===== src/rtl/biq_pkg.sv =====
// Shared types, widths, register indexes and command structs of the biquad filter.
package biq_pkg;

  localparam int SAMPLE_WIDTH = 16;
  localparam int COEF_WIDTH   = 24;
  localparam int NORM_WIDTH   = COEF_WIDTH - 1;
  localparam int PROD_WIDTH   = SAMPLE_WIDTH + COEF_WIDTH;
  localparam int ACC_WIDTH    = PROD_WIDTH + 3;

  // The divider retires this many quotient bits per clock.
  localparam int DIV_BITS     = 2;
  localparam int DIV_CYCLES   = (ACC_WIDTH + DIV_BITS - 1) / DIV_BITS;
  localparam int MAG_WIDTH    = DIV_CYCLES * DIV_BITS;

  localparam int NUM_TERMS    = 5;
  localparam int CNT_WIDTH    = $clog2(DIV_CYCLES + 1);
  localparam int CFG_IDX_WIDTH = 3;

  typedef logic signed [SAMPLE_WIDTH-1:0] sample_t;
  typedef logic signed [COEF_WIDTH-1:0]   coef_t;
  typedef logic        [NORM_WIDTH-1:0]   norm_t;
  typedef logic signed [PROD_WIDTH-1:0]   prod_t;
  typedef logic signed [ACC_WIDTH-1:0]    acc_t;
  typedef logic        [MAG_WIDTH-1:0]    mag_t;
  typedef logic        [CFG_IDX_WIDTH-1:0] cfg_idx_t;
  typedef logic        [COEF_WIDTH-1:0]   cfg_data_t;
  typedef logic        [2:0]              term_t;
  typedef logic        [CNT_WIDTH-1:0]    cnt_t;

  localparam cfg_idx_t CFG_FEED_0 = 3'd0;
  localparam cfg_idx_t CFG_FEED_1 = 3'd1;
  localparam cfg_idx_t CFG_FEED_2 = 3'd2;
  localparam cfg_idx_t CFG_NORM   = 3'd3;
  localparam cfg_idx_t CFG_BACK_1 = 3'd4;
  localparam cfg_idx_t CFG_BACK_2 = 3'd5;

  localparam term_t TERM_B0 = 3'd0;
  localparam term_t TERM_B1 = 3'd1;
  localparam term_t TERM_B2 = 3'd2;
  localparam term_t TERM_A1 = 3'd3;
  localparam term_t TERM_A2 = 3'd4;

  localparam coef_t COEF_ONE = coef_t'(1 << (COEF_WIDTH - 4));
  localparam norm_t NORM_ONE = norm_t'(1 << (COEF_WIDTH - 4));

  localparam mag_t POS_MAX = mag_t'((64'd1 << (SAMPLE_WIDTH - 1)) - 64'd1);
  localparam mag_t NEG_MAX = mag_t'(64'd1 << (SAMPLE_WIDTH - 1));

  typedef struct packed {
    logic  load;
    logic  mul_en;
    term_t term;
    logic  acc_en;
    logic  div_start;
    logic  div_step;
    logic  finish;
  } cmd_t;

  typedef struct packed {
    logic out_blocked;
  } sts_t;

endpackage


===== src/rtl/biq_if.sv =====
// Handshake channel interfaces for samples in, samples out and register writes.
interface biq_in_if;
  import biq_pkg::*;
  logic    valid;
  logic    ready;
  sample_t sample_in;
  modport source (output valid, output sample_in, input ready);
  modport sink   (input valid, input sample_in, output ready);
endinterface

interface biq_out_if;
  import biq_pkg::*;
  logic    valid;
  logic    ready;
  sample_t sample_out;
  logic    clipped;
  modport source (output valid, output sample_out, output clipped, input ready);
  modport sink   (input valid, input sample_out, input clipped, output ready);
endinterface

interface biq_cfg_if;
  import biq_pkg::*;
  logic      valid;
  logic      ready;
  cfg_idx_t  index;
  cfg_data_t data;
  modport source (output valid, output index, output data, input ready);
  modport sink   (input valid, input index, input data, output ready);
endinterface


===== src/rtl/biq_ctrl.sv =====
// Sequencer of the biquad: multiply-accumulate steps, serial divide and result hand-off.
module biq_ctrl (
  input  logic          clk_i,
  input  logic          rst_ni,
  input  logic          in_valid_i,
  output logic          in_ready_o,
  output biq_pkg::cmd_t cmd_o,
  input  biq_pkg::sts_t sts_i
);
  import biq_pkg::*;

  localparam logic [2:0] ST_IDLE = 3'd0;
  localparam logic [2:0] ST_MAC  = 3'd1;
  localparam logic [2:0] ST_LOAD = 3'd2;
  localparam logic [2:0] ST_DIV  = 3'd3;
  localparam logic [2:0] ST_DONE = 3'd4;

  localparam cnt_t MAC_LAST = cnt_t'(NUM_TERMS);
  localparam cnt_t DIV_LAST = cnt_t'(DIV_CYCLES - 1);

  logic [2:0] state_q, state_d;
  cnt_t       cnt_q, cnt_d;

  always_comb begin
    state_d    = state_q;
    cnt_d      = cnt_q;
    in_ready_o = 1'b0;
    cmd_o      = '0;
    unique case (state_q)
      ST_IDLE: begin
        in_ready_o = 1'b1;
        if (in_valid_i) begin
          cmd_o.load = 1'b1;
          cnt_d      = '0;
          state_d    = ST_MAC;
        end
      end
      ST_MAC: begin
        // The product of step n is registered and added in the next step, n + 1.
        cmd_o.mul_en = (cnt_q < MAC_LAST);
        cmd_o.term   = term_t'(cnt_q);
        cmd_o.acc_en = (cnt_q != '0);
        cnt_d        = cnt_q + 1'b1;
        if (cnt_q == MAC_LAST) begin
          cnt_d   = '0;
          state_d = ST_LOAD;
        end
      end
      ST_LOAD: begin
        cmd_o.div_start = 1'b1;
        state_d         = ST_DIV;
      end
      ST_DIV: begin
        cmd_o.div_step = 1'b1;
        cnt_d          = cnt_q + 1'b1;
        if (cnt_q == DIV_LAST) begin
          cnt_d   = '0;
          state_d = ST_DONE;
        end
      end
      ST_DONE: begin
        if (!sts_i.out_blocked) begin
          cmd_o.finish = 1'b1;
          state_d      = ST_IDLE;
        end
      end
      default: begin
        state_d = ST_IDLE;
        cnt_d   = '0;
      end
    endcase
  end

  always_ff @(posedge clk_i or negedge rst_ni) begin
    if (!rst_ni) begin
      state_q <= ST_IDLE;
      cnt_q   <= '0;
    end else begin
      state_q <= state_d;
      cnt_q   <= cnt_d;
    end
  end

  a_mac_to_load: assert property (@(posedge clk_i) disable iff (!rst_ni)
    (state_q == ST_MAC && cnt_q == MAC_LAST) |=> state_q == ST_LOAD)
    else $error("multiply-accumulate sequence did not hand over to the divider");

  a_div_len: assert property (@(posedge clk_i) disable iff (!rst_ni)
    (state_q == ST_DIV && cnt_q == DIV_LAST) |=> state_q == ST_DONE)
    else $error("divider did not finish after its last step");

  a_finish_free: assert property (@(posedge clk_i) disable iff (!rst_ni)
    cmd_o.finish |-> !sts_i.out_blocked)
    else $error("result written while the output register still holds an item");

  a_cmd_excl: assert property (@(posedge clk_i) disable iff (!rst_ni)
    $onehot0({cmd_o.load, cmd_o.div_start, cmd_o.div_step, cmd_o.finish}))
    else $error("conflicting datapath commands");

endmodule


===== src/rtl/biq_datapath.sv =====
// Biquad datapath: registers, history, shared multiplier, accumulator, divider, saturation.
module biq_datapath (
  input  logic              clk_i,
  input  logic              rst_ni,
  input  biq_pkg::cmd_t     cmd_i,
  output biq_pkg::sts_t     sts_o,
  input  biq_pkg::sample_t  sample_in_i,
  input  logic              cfg_valid_i,
  output logic              cfg_ready_o,
  input  biq_pkg::cfg_idx_t cfg_index_i,
  input  biq_pkg::cfg_data_t cfg_data_i,
  output logic              out_valid_o,
  input  logic              out_ready_i,
  output biq_pkg::sample_t  sample_out_o,
  output logic              clipped_o
);
  import biq_pkg::*;

  coef_t   b0_q, b1_q, b2_q, a1_q, a2_q;
  norm_t   a0_q;
  sample_t x0_q, x1_q, x2_q, y1_q, y2_q;
  coef_t   coef_sel;
  sample_t samp_sel;
  prod_t   prod_q;
  logic    sub_q;
  acc_t    acc_q;
  logic [ACC_WIDTH-1:0] mag;
  logic    neg_q, zero_q;
  norm_t   rem_q, rem_d;
  mag_t    quo_q, quo_d;
  sample_t res_d;
  logic    clip_d;
  logic    out_valid_q;
  sample_t sample_out_q;
  logic    clipped_q;

  assign cfg_ready_o = 1'b1;

  // Coefficient registers.
  always_ff @(posedge clk_i or negedge rst_ni) begin
    if (!rst_ni) begin
      b0_q <= COEF_ONE;
      b1_q <= COEF_ONE;
      b2_q <= COEF_ONE;
      a0_q <= NORM_ONE;
      a1_q <= COEF_ONE;
      a2_q <= COEF_ONE;
    end else if (cfg_valid_i) begin
      unique case (cfg_index_i)
        CFG_FEED_0: b0_q <= coef_t'(cfg_data_i);
        CFG_FEED_1: b1_q <= coef_t'(cfg_data_i);
        CFG_FEED_2: b2_q <= coef_t'(cfg_data_i);
        CFG_NORM:   a0_q <= cfg_data_i[NORM_WIDTH-1:0];
        CFG_BACK_1: a1_q <= coef_t'(cfg_data_i);
        CFG_BACK_2: a2_q <= coef_t'(cfg_data_i);
        default: ;
      endcase
    end
  end

  // Sample history; x0 takes the sample when it is accepted, the rest shifts only when the result is written.
  always_ff @(posedge clk_i or negedge rst_ni) begin
    if (!rst_ni) begin
      x0_q <= '0;
      x1_q <= '0;
      x2_q <= '0;
      y1_q <= '0;
      y2_q <= '0;
    end else begin
      if (cmd_i.load) begin
        x0_q <= sample_in_i;
      end
      if (cmd_i.finish) begin
        x2_q <= x1_q;
        x1_q <= x0_q;
        y2_q <= y1_q;
        y1_q <= res_d;
      end
    end
  end

  always_comb begin
    unique case (cmd_i.term)
      TERM_B0: begin coef_sel = b0_q; samp_sel = x0_q; end
      TERM_B1: begin coef_sel = b1_q; samp_sel = x1_q; end
      TERM_B2: begin coef_sel = b2_q; samp_sel = x2_q; end
      TERM_A1: begin coef_sel = a1_q; samp_sel = y1_q; end
      TERM_A2: begin coef_sel = a2_q; samp_sel = y2_q; end
      default: begin coef_sel = '0;   samp_sel = '0;   end
    endcase
  end

  // Restoring division of the magnitude, two quotient bits per cycle.
  always_comb begin
    logic [NORM_WIDTH:0] trial;
    norm_t rem;
    mag_t  quo;
    rem = rem_q;
    quo = quo_q;
    for (int k = 0; k < DIV_BITS; k++) begin
      trial = {rem, quo[MAG_WIDTH-1]};
      quo   = {quo[MAG_WIDTH-2:0], 1'b0};
      if (trial >= {1'b0, a0_q}) begin
        rem    = NORM_WIDTH'(trial - {1'b0, a0_q});
        quo[0] = 1'b1;
      end else begin
        rem = trial[NORM_WIDTH-1:0];
      end
    end
    rem_d = rem;
    quo_d = quo;
  end

  assign mag = acc_q[ACC_WIDTH-1] ? ACC_WIDTH'(-acc_q) : acc_q;

  always_ff @(posedge clk_i) begin
    if (cmd_i.mul_en) begin
      prod_q <= prod_t'(coef_sel * samp_sel);
      sub_q  <= (cmd_i.term == TERM_A1) || (cmd_i.term == TERM_A2);
    end
    if (cmd_i.load) begin
      acc_q <= '0;
    end else if (cmd_i.acc_en) begin
      acc_q <= sub_q ? acc_q - ACC_WIDTH'(prod_q) : acc_q + ACC_WIDTH'(prod_q);
    end
    if (cmd_i.div_start) begin
      neg_q  <= acc_q[ACC_WIDTH-1];
      zero_q <= (acc_q == '0);
      rem_q  <= '0;
      quo_q  <= mag_t'(mag);
    end else if (cmd_i.div_step) begin
      rem_q <= rem_d;
      quo_q <= quo_d;
    end
  end

  // Saturation; a zero sum stays zero even when the divisor is zero.
  always_comb begin
    res_d  = '0;
    clip_d = 1'b0;
    if (zero_q) begin
      res_d = '0;
    end else if (neg_q) begin
      if (quo_q > NEG_MAX) begin
        res_d  = sample_t'(NEG_MAX);
        clip_d = 1'b1;
      end else begin
        res_d = sample_t'(0) - sample_t'(quo_q[SAMPLE_WIDTH-1:0]);
      end
    end else begin
      if (quo_q > POS_MAX) begin
        res_d  = sample_t'(POS_MAX);
        clip_d = 1'b1;
      end else begin
        res_d = sample_t'(quo_q[SAMPLE_WIDTH-1:0]);
      end
    end
  end

  always_ff @(posedge clk_i or negedge rst_ni) begin
    if (!rst_ni) begin
      out_valid_q <= 1'b0;
    end else if (cmd_i.finish) begin
      out_valid_q <= 1'b1;
    end else if (out_ready_i) begin
      out_valid_q <= 1'b0;
    end
  end

  always_ff @(posedge clk_i) begin
    if (cmd_i.finish) begin
      sample_out_q <= res_d;
      clipped_q    <= clip_d;
    end
  end

  assign sts_o.out_blocked = out_valid_q && !out_ready_i;
  assign out_valid_o       = out_valid_q;
  assign sample_out_o      = sample_out_q;
  assign clipped_o         = clipped_q;

endmodule


===== src/rtl/biquad_iir_filter.sv =====
// Top level of the direct form I biquad filter with divide and saturation.
//
//   channel      dir  handshake      payload
//   in_chan_i    in   valid/ready    sample_in (signed 16)
//   out_chan_o   out  valid/ready    sample_out (signed 16), clipped
//   cfg_chan_i   in   valid/ready    index (3), data (24); ready is always high
//
// Each item passes in order through the idle state that accepts it, the steps on
// the shared 16x24 multiplier and accumulator, a divider load, the two-bit-per-cycle
// restoring divider and a write state; the next item is accepted only after that.
// The result sits in an output register; a stalled output holds the finished item
// in the write cycle until the register frees. Reset sets all coefficients to 1.0
// and clears the sample history.
module biquad_iir_filter (
  input  logic       clk_i,
  input  logic       rst_ni,
  biq_in_if.sink     in_chan_i,
  biq_out_if.source  out_chan_o,
  biq_cfg_if.sink    cfg_chan_i
);
  import biq_pkg::*;

  cmd_t cmd;
  sts_t sts;

  biq_ctrl u_ctrl (
    .clk_i      (clk_i),
    .rst_ni     (rst_ni),
    .in_valid_i (in_chan_i.valid),
    .in_ready_o (in_chan_i.ready),
    .cmd_o      (cmd),
    .sts_i      (sts)
  );

  biq_datapath u_datapath (
    .clk_i        (clk_i),
    .rst_ni       (rst_ni),
    .cmd_i        (cmd),
    .sts_o        (sts),
    .sample_in_i  (in_chan_i.sample_in),
    .cfg_valid_i  (cfg_chan_i.valid),
    .cfg_ready_o  (cfg_chan_i.ready),
    .cfg_index_i  (cfg_chan_i.index),
    .cfg_data_i   (cfg_chan_i.data),
    .out_valid_o  (out_chan_o.valid),
    .out_ready_i  (out_chan_o.ready),
    .sample_out_o (out_chan_o.sample_out),
    .clipped_o    (out_chan_o.clipped)
  );

endmodule

===== src/flat_wrapper.sv =====
// flat-port wrapper written by rule: the top's interface ports become plain ports
module biquad_iir_filter_flat import biq_pkg::*;
  (clk_i, rst_ni, in_chan_i_valid, in_chan_i_sample_in, in_chan_i_ready, out_chan_o_valid, out_chan_o_sample_out, out_chan_o_clipped, out_chan_o_ready, cfg_chan_i_valid, cfg_chan_i_index, cfg_chan_i_data, cfg_chan_i_ready);
  biq_in_if in_chan_i_i ();
  biq_out_if out_chan_o_i ();
  biq_cfg_if cfg_chan_i_i ();
  input  logic clk_i;
  input  logic rst_ni;
  input wire logic [$bits(in_chan_i_i.valid)-1:0] in_chan_i_valid;
  input wire logic [$bits(in_chan_i_i.sample_in)-1:0] in_chan_i_sample_in;
  output wire logic [$bits(in_chan_i_i.ready)-1:0] in_chan_i_ready;
  output wire logic [$bits(out_chan_o_i.valid)-1:0] out_chan_o_valid;
  output wire logic [$bits(out_chan_o_i.sample_out)-1:0] out_chan_o_sample_out;
  output wire logic [$bits(out_chan_o_i.clipped)-1:0] out_chan_o_clipped;
  input wire logic [$bits(out_chan_o_i.ready)-1:0] out_chan_o_ready;
  input wire logic [$bits(cfg_chan_i_i.valid)-1:0] cfg_chan_i_valid;
  input wire logic [$bits(cfg_chan_i_i.index)-1:0] cfg_chan_i_index;
  input wire logic [$bits(cfg_chan_i_i.data)-1:0] cfg_chan_i_data;
  output wire logic [$bits(cfg_chan_i_i.ready)-1:0] cfg_chan_i_ready;
  assign in_chan_i_i.valid = in_chan_i_valid;
  assign in_chan_i_i.sample_in = in_chan_i_sample_in;
  assign in_chan_i_ready = in_chan_i_i.ready;
  assign out_chan_o_valid = out_chan_o_i.valid;
  assign out_chan_o_sample_out = out_chan_o_i.sample_out;
  assign out_chan_o_clipped = out_chan_o_i.clipped;
  assign out_chan_o_i.ready = out_chan_o_ready;
  assign cfg_chan_i_i.valid = cfg_chan_i_valid;
  assign cfg_chan_i_i.index = cfg_chan_i_index;
  assign cfg_chan_i_i.data = cfg_chan_i_data;
  assign cfg_chan_i_ready = cfg_chan_i_i.ready;
  biquad_iir_filter u_core (.clk_i(clk_i), .rst_ni(rst_ni), .in_chan_i(in_chan_i_i), .out_chan_o(out_chan_o_i), .cfg_chan_i(cfg_chan_i_i));
endmodule

===== config.mk =====
export PLATFORM = sky130hd
export DESIGN_NAME = biquad_iir_filter_flat
export DESIGN_NICKNAME = d
export VERILOG_FILES = /design/src/rtl/biq_pkg.sv /design/src/rtl/biq_if.sv /design/src/rtl/biq_ctrl.sv /design/src/rtl/biq_datapath.sv /design/src/rtl/biquad_iir_filter.sv /design/src/flat_wrapper.sv
export SDC_FILE = /design/constraint.sdc
export NUM_CORES = 2
export LEC_CHECK = 0
export ABC_AREA = 1
export BUFFER_PORTS_ARGS = -buffer_cell sky130_fd_sc_hd__buf_2
export CORE_MARGIN = 10
export CORE_UTILIZATION = 40
export CTS_CLUSTER_DIAMETER = 80
export DETAILED_ROUTE_END_ITERATION = 10
export SYNTH_ARGS = -nofsm -noshare
export SYNTH_HDL_FRONTEND = slang
export SYNTH_SLANG_ARGS = --single-unit

===== constraint.sdc =====
create_clock -name clk_i -period 6.82 [get_ports clk_i]
set_input_delay 1.364 -clock clk_i [delete_from_list [all_inputs] [get_ports clk_i]]
set_output_delay 1.364 -clock clk_i [all_outputs]
set_load 0.01 [all_outputs]

# Word level (Yosys, flattened, before mapping)
# Cells that the tools add are included.
[totals]
in_bits = 48
out_inout_bits = 20
elab_cells = 112
ff_bits = 402
[op_classes]
n_eq_ne = 19
magnitude_cmp = 5
n_mux = 36
n_bitwise = 1
add_sub_neg = 7
reduce_logical = 19
multipliers = 1
[op_table]
columns = ["op", "count"]
rows = [
  ["2-to-1 mux 43 bit", 4],
  ["one-hot mux 24 bit (5 select lines)", 1],
  ["one-hot mux 16 bit (5 select lines)", 1],
  ["2-to-1 mux 16 bit", 4],
  ["greater-or-equal comparator 24 x 23 -> 1 bit", 2],
  ["2-to-1 mux 23 bit", 2],
  ["subtractor 23 bit", 2],
  ["greater-than comparator 44 x 15 -> 1 bit, second input constant", 1],
  ["greater-than comparator 44 x 16 -> 1 bit, second input constant", 1],
  ["adder 43 x 40 -> 43 bit", 1],
  ["logical NOT 43 bit", 1],
  ["negator 43 bit", 1],
  ["subtractor 43 x 40 -> 43 bit", 1],
  ["multiplier 24 x 16 -> 40 bit", 1],
  ["2-to-1 mux 5 bit", 4],
  ["one-hot mux 5 bit (4 select lines)", 1],
  ["== test 3 x 2 -> 1 bit, second input constant", 6],
  ["subtractor 1 x 16 -> 16 bit, first input constant", 1],
  ["one-hot mux 3 bit (5 select lines)", 1],
  ["2-to-1 mux 1 bit", 14],
  ["AND reduction 2 bit", 7],
  ["== test 3 bit, second input constant", 4],
  ["2-to-1 mux 3 bit", 4],
  ["== test 3 x 1 -> 1 bit, second input constant", 3],
  ["14 further kinds", 20],
]

# Depth between registers and ports, before layout
[depth]
word_depth = 6
mapped_depth = 38
depth_no_buf = 36

# Hierarchy
# A second synthesis with hierarchy kept.
[hier_totals]
hier_cells = 5399
hier_area_um2 = 40123.5
[modules_own_cells]
columns = ["mod", "cells_each", "n_inst", "area_each_um2", "seq_area_each_um2"]
rows = [
  ["biq_datapath", 5314, 1, 39531.7, 10047.1],
  ["biq_ctrl", 85, 1, 591.8, 200.2],
]

# Least setup slack after synthesis
# Ideal clock, no wire load.
[synth_timing]
kind = "register to register"
start = "register u_core.u_ctrl.state_q[2]"
end = "register u_core.u_datapath.prod_q[34] (data pin)"
required_time_ns = 6.560
n_path_buf = 1
slack_ns = -0.214
synth_period_minus_slack_ns = 7.034
setup_time_ns = 0.260
stages_incl_launch_ff = 33
arrival_time_ns = 6.774
cell_sequence = "dfrtp_1 nor2_2 inv_2 nor2_8 nand4_2 inv_2 buf_2 nand2_1 nand2_1 a221oi_2 nand2_1 inv_2 nor2_1 inv_1 fa_1 inv_1 fa_1 inv_1 fa_1 inv_1 fa_1 fa_1 inv_1 fa_1 inv_1 ha_1 nand2_1 nor2_1 inv_1 nor2_1 a211oi_1 nand2_1 xor2_1"
[synth_between]
elab_chain_len = 5
word_cells_on_any_way = 10
classes_between = "mul (1); eq/ne (5); mux (3); reduce/logical (1)"
[synth_lines]
columns = ["element", "line", "source"]
rows = [
  ["from (decl)", "biq_ctrl.sv:21", "logic [2:0] state_q, state_d;"],
  ["from (signal assigned)", "biq_ctrl.sv:79", "state_q <= state_d;"],
  ["== test 3 x 1 -> 1 bit (*)", "biq_ctrl.sv:29", "unique case (state_q)"],
  ["2-to-1 mux 5 bit (*)", "biq_ctrl.sv:29", ""],
  ["== test 3 bit, or another cell as far along", "biq_datapath.sv:83", "unique case (cmd_i.term)"],
  ["one-hot mux 24 bit (5 select lines) / one-hot mux 16 bit (5 select lines) (equally long branches)", "biq_datapath.sv:83", ""],
  ["multiplier 24 x 16 -> 40 bit (*)", "biq_datapath.sv:118", "prod_q <= prod_t'(coef_sel * samp_sel);"],
  ["to (signal assigned)", "biq_datapath.sv:118", ""],
  ["to (decl)", "biq_datapath.sv:24", "prod_t prod_q;"],
]
# Every way passes the cells marked *; elsewhere a longest branch is shown, timed or not.
# A chain may end at the register's enable or synchronous reset.

# Worst setup path after layout
[layout_timing]
start = "register u_core.u_ctrl.state_q[0]"
end = "register u_core.u_datapath.prod_q[31] (data pin)"
# Same word-level chain as after synthesis.

==> impl_metrics.yaml <==
status:
  outcome: "finished with violations"
  failed_checks: "setup timing"
synthesis:
  synth_top_area_share_pct: 19.2
  synth_common_cells: "nand2_1, inv_1, nor2_1"
  synth-xor-area-share_pct: 3.64
  syn_nets: 5924
  yosysUniqueCellTypes: 56
  synthSimpleGateAreaFrac_pct: 22.6
  yosysTopAreaCell: "fa_1"
  synth_top_flop_cell: "dfrtp_1"
  yosys.area_share.adder_pct: 25.2
  synth_compound_area_share_pct: 10.7
  syn_avg_cell_area_um2: 7.43
  ys_ff_latch: 402
  synth_top_family_by_area: "adder cells"
  synth_area_um2: 39400
  postSynthCellCount: 5307
  synth_area_leaders: "fa_1, dfrtp_1, nand2_1, inv_1, edfxtp_1"
  synth_enable_flop_cells: 103
  yosysMostFrequentCell: "nand2_1"
  yosysWarningCount: 0
  yosysSeqAreaShare_pct: 26.0
  async_flop_share_pct: 57.7
  synth.area.mux_share_pct: 0
timing:
  slew_violations: 0
  timing.fmax_mhz: 142
  min_period_over_period_pct: 103
  layout_min_cycle_time_ns: 7.04
  relSlewSlack_pct: 29.0
  setup_tns_ns: -2.84
  setup_violations: 23
  hold_viol_final: 0
  rsz0062_at_grt: "yes"
  fin_ws_ns: -0.218
  skew_ns: 0.0380
  worst_slew_pin_slew_ns: 1.06
floorplan:
  die_x_um: 334
  rows: 115
  top_level_ports: 68
  dieHeight_um: 334
  core_um2: 98100
  die_area_um2: 112000
  start_util_pct: 40.2
worst_setup_path:
  cp.arrival_ns: 7.39
  crit_path_end: "u_core.u_datapath.prod_q[31]$_DFFE_PP_"
  critPathLaunchType: "register"
  crit_type: "register to register"
  endpoint_kind: "register"
  critical_path.max_stage_delay_ns: 0.56
  slowest_stage: "fa_1"
  worstSetupStartpoint: "u_core.u_ctrl.state_q[0]$_DFFE_PN0P_"
  r2r-end: "u_core.u_datapath.prod_q[31]$_DFFE_PP_"
  reg2reg_slack_ns: -0.22
  r2r_cells: 36
  worstReg2RegStart: "u_core.u_ctrl.state_q[0]$_DFFE_PN0P_"
  worstPathMaxFanout: 7
  required_ns: 7.17
clocking:
  cts.path.max_buffers: 3
  hold_buffers: 0
  clk_latency_ns: 0.62
  cts_sinks: 402
  cts_tree: "built"
  clk_pin_slew_ns: 0.06
  cts_htree_levels: 2
  cts_root_buf: "clkbuf_16"
  cts_buffers: 46
worst_hold_path:
  hold_path.class: "register to register"
grt:
  antenna_found_initial: 5
  grt_max_degree: 104
  grt_pass1_vias: 35300
  grt_first_pass_wirelength_um: 200000
  gr-total-overflow: 0
  grtUsageTotal_pct: 22.5
route:
  dr.pass1.iters: 8
  drc: 0
  routedWlPerCell_um: 18.1
  viasPerCell: 5.10
  num_vias: 36100
  routed_wl_um: 128000
  ant_nets: 0
  drtIter0Drc: 3166
cells_and_area:
  drive_gt1_share_pct: 19.1
  nets: 6369
  area_growth_syn_to_layout_pct: 23.8
  final_area_um2: 48800
  utilization_pct: 49.8
  n_antenna_cell: 0
placement:
  gp_congestion: 0.967
  dp_slack_ns: -0.611
  hpwl_um: 101000
  place_area_um2: 43800
  io_buffer_count: 66
run:
  maxCapViolCount: 0
cell type report:
class | count | area, µm²
Fill cell | 9538 | 49300
Multi-Input combinational cell | 3685 | 26500
Sequential cell | 402 | 10200
Timing Repair Buffer | 545 | 4640
Inverter | 1071 | 4140
Tap cell | 1287 | 1610
Clock buffer | 57 | 1250
Clock inverter | 28 | 428
Timing Repair inverter | 1 | 11.3
worst min-delay path by stage:
stage / from / to / slack, ns / depth (start not counted)
finish: u_core.u_datapath.x0_q[2]$_DFFE_PN0P_ / u_core.u_datapath.x1_q[2]$_DFFE_PN0P_ / 0.47 / 2
global route: u_core.u_datapath.rem_q[18]$_SDFFE_PP0P_ / u_core.u_datapath.rem_q[18]$_SDFFE_PP0P_ / 0.48 / 2
CTS: u_core.u_datapath.rem_q[18]$_SDFFE_PP0P_ / u_core.u_datapath.rem_q[18]$_SDFFE_PP0P_ / 0.47 / 2
detailed placement: u_core.u_datapath.rem_q[18]$_SDFFE_PP0P_ / u_core.u_datapath.rem_q[18]$_SDFFE_PP0P_ / 0.46 / 2
global placement: u_core.u_datapath.rem_q[18]$_SDFFE_PP0P_ / u_core.u_datapath.rem_q[18]$_SDFFE_PP0P_ / 0.46 / 2
floorplan: u_core.u_datapath.acc_q[42]$_SDFFE_PP0P_ / u_core.u_datapath.neg_q$_DFFE_PP_ / 0.43 / 0
layer usage:
layer / track usage, % / routed length (µm)
met5: 0 / 13
met4: 5.65 / 3290
met3: 2.79 / 8400
met2: 36.0 / 58100
met1: 32.0 / 58100
critical path, delay by kind of cell (launching register included):
| family | cells | cell delay, ns |
|---|---|---|
| adder cells (fa/ha/maj) | 7 | 3.31 |
| buffers and inverters | 14 | 1.19 |
| AO/OA/AOI/OAI | 6 | 0.98 |
| AND/OR/NAND/NOR | 9 | 0.89 |
| flip-flops | 1 | 0.38 |
cells in the final DEF (no fill, tap or decap), drive strengths merged, types with 2 or more instances in the layout:
cell type,instances
a211oi,3
a21boi,5
a21o,9
a21oi,196
a221oi,29
a22o,7
a31oi,10
and2,11
and3,4
buf,541
bufinv,9
clkbuf,61
clkinv,20
clkinvlp,4
dfrtp,226
dfstp,6
dfxtp,67
edfxtp,103
fa,378
ha,191
inv,1067
nand2,1261
nand3,204
nand3b,6
nand4,48
nor2,576
nor3,43
nor3b,4
nor4,24
o211ai,3
o21a,6
o21ai,432
o21bai,17
o221ai,2
o22ai,27
o31ai,9
or2,11
xnor2,53
xor2,111
metrics by stage:
step,hold WS (ns),std cells
finish,0.469,7076
global route,0.484,7076
CTS,0.470,7019
detailed placement,0.461,6876
global placement,0.457,6876
floorplan,0.428,5307
registers in the layout (all words and copies together) (netlist names), 23 cells and up:
name and count:
u_core.u_datapath.acc_q 43, u_core.u_datapath.a0_q 23, u_core.u_datapath.prod_q 40, u_core.u_datapath.a2_q 24
u_core.u_datapath.rem_q 23, u_core.u_datapath.b2_q 24, u_core.u_datapath.quo_q 44, u_core.u_datapath.b1_q 24
u_core.u_datapath.b0_q 24, u_core.u_datapath.a1_q 24
repair_timing:
item	CTS	global route
buffers inserted	58	55
setup endpoints to repair	27	30
gates cloned	1	5
gates resized for setup	270	395
pin swaps	60	202
cell families after synthesis:
family	Yosys count
xor gates and xnor gates	164
other	1
buffers and inverters	1220
DFF	402
AOI/OAI and AO/OA	759
adders and majority gates	569
and+or+nand+nor	2192
Power is left out: the tool's default activity adds up to more than one toggle a clock period on the data nets, which glitch-free logic cannot reach.
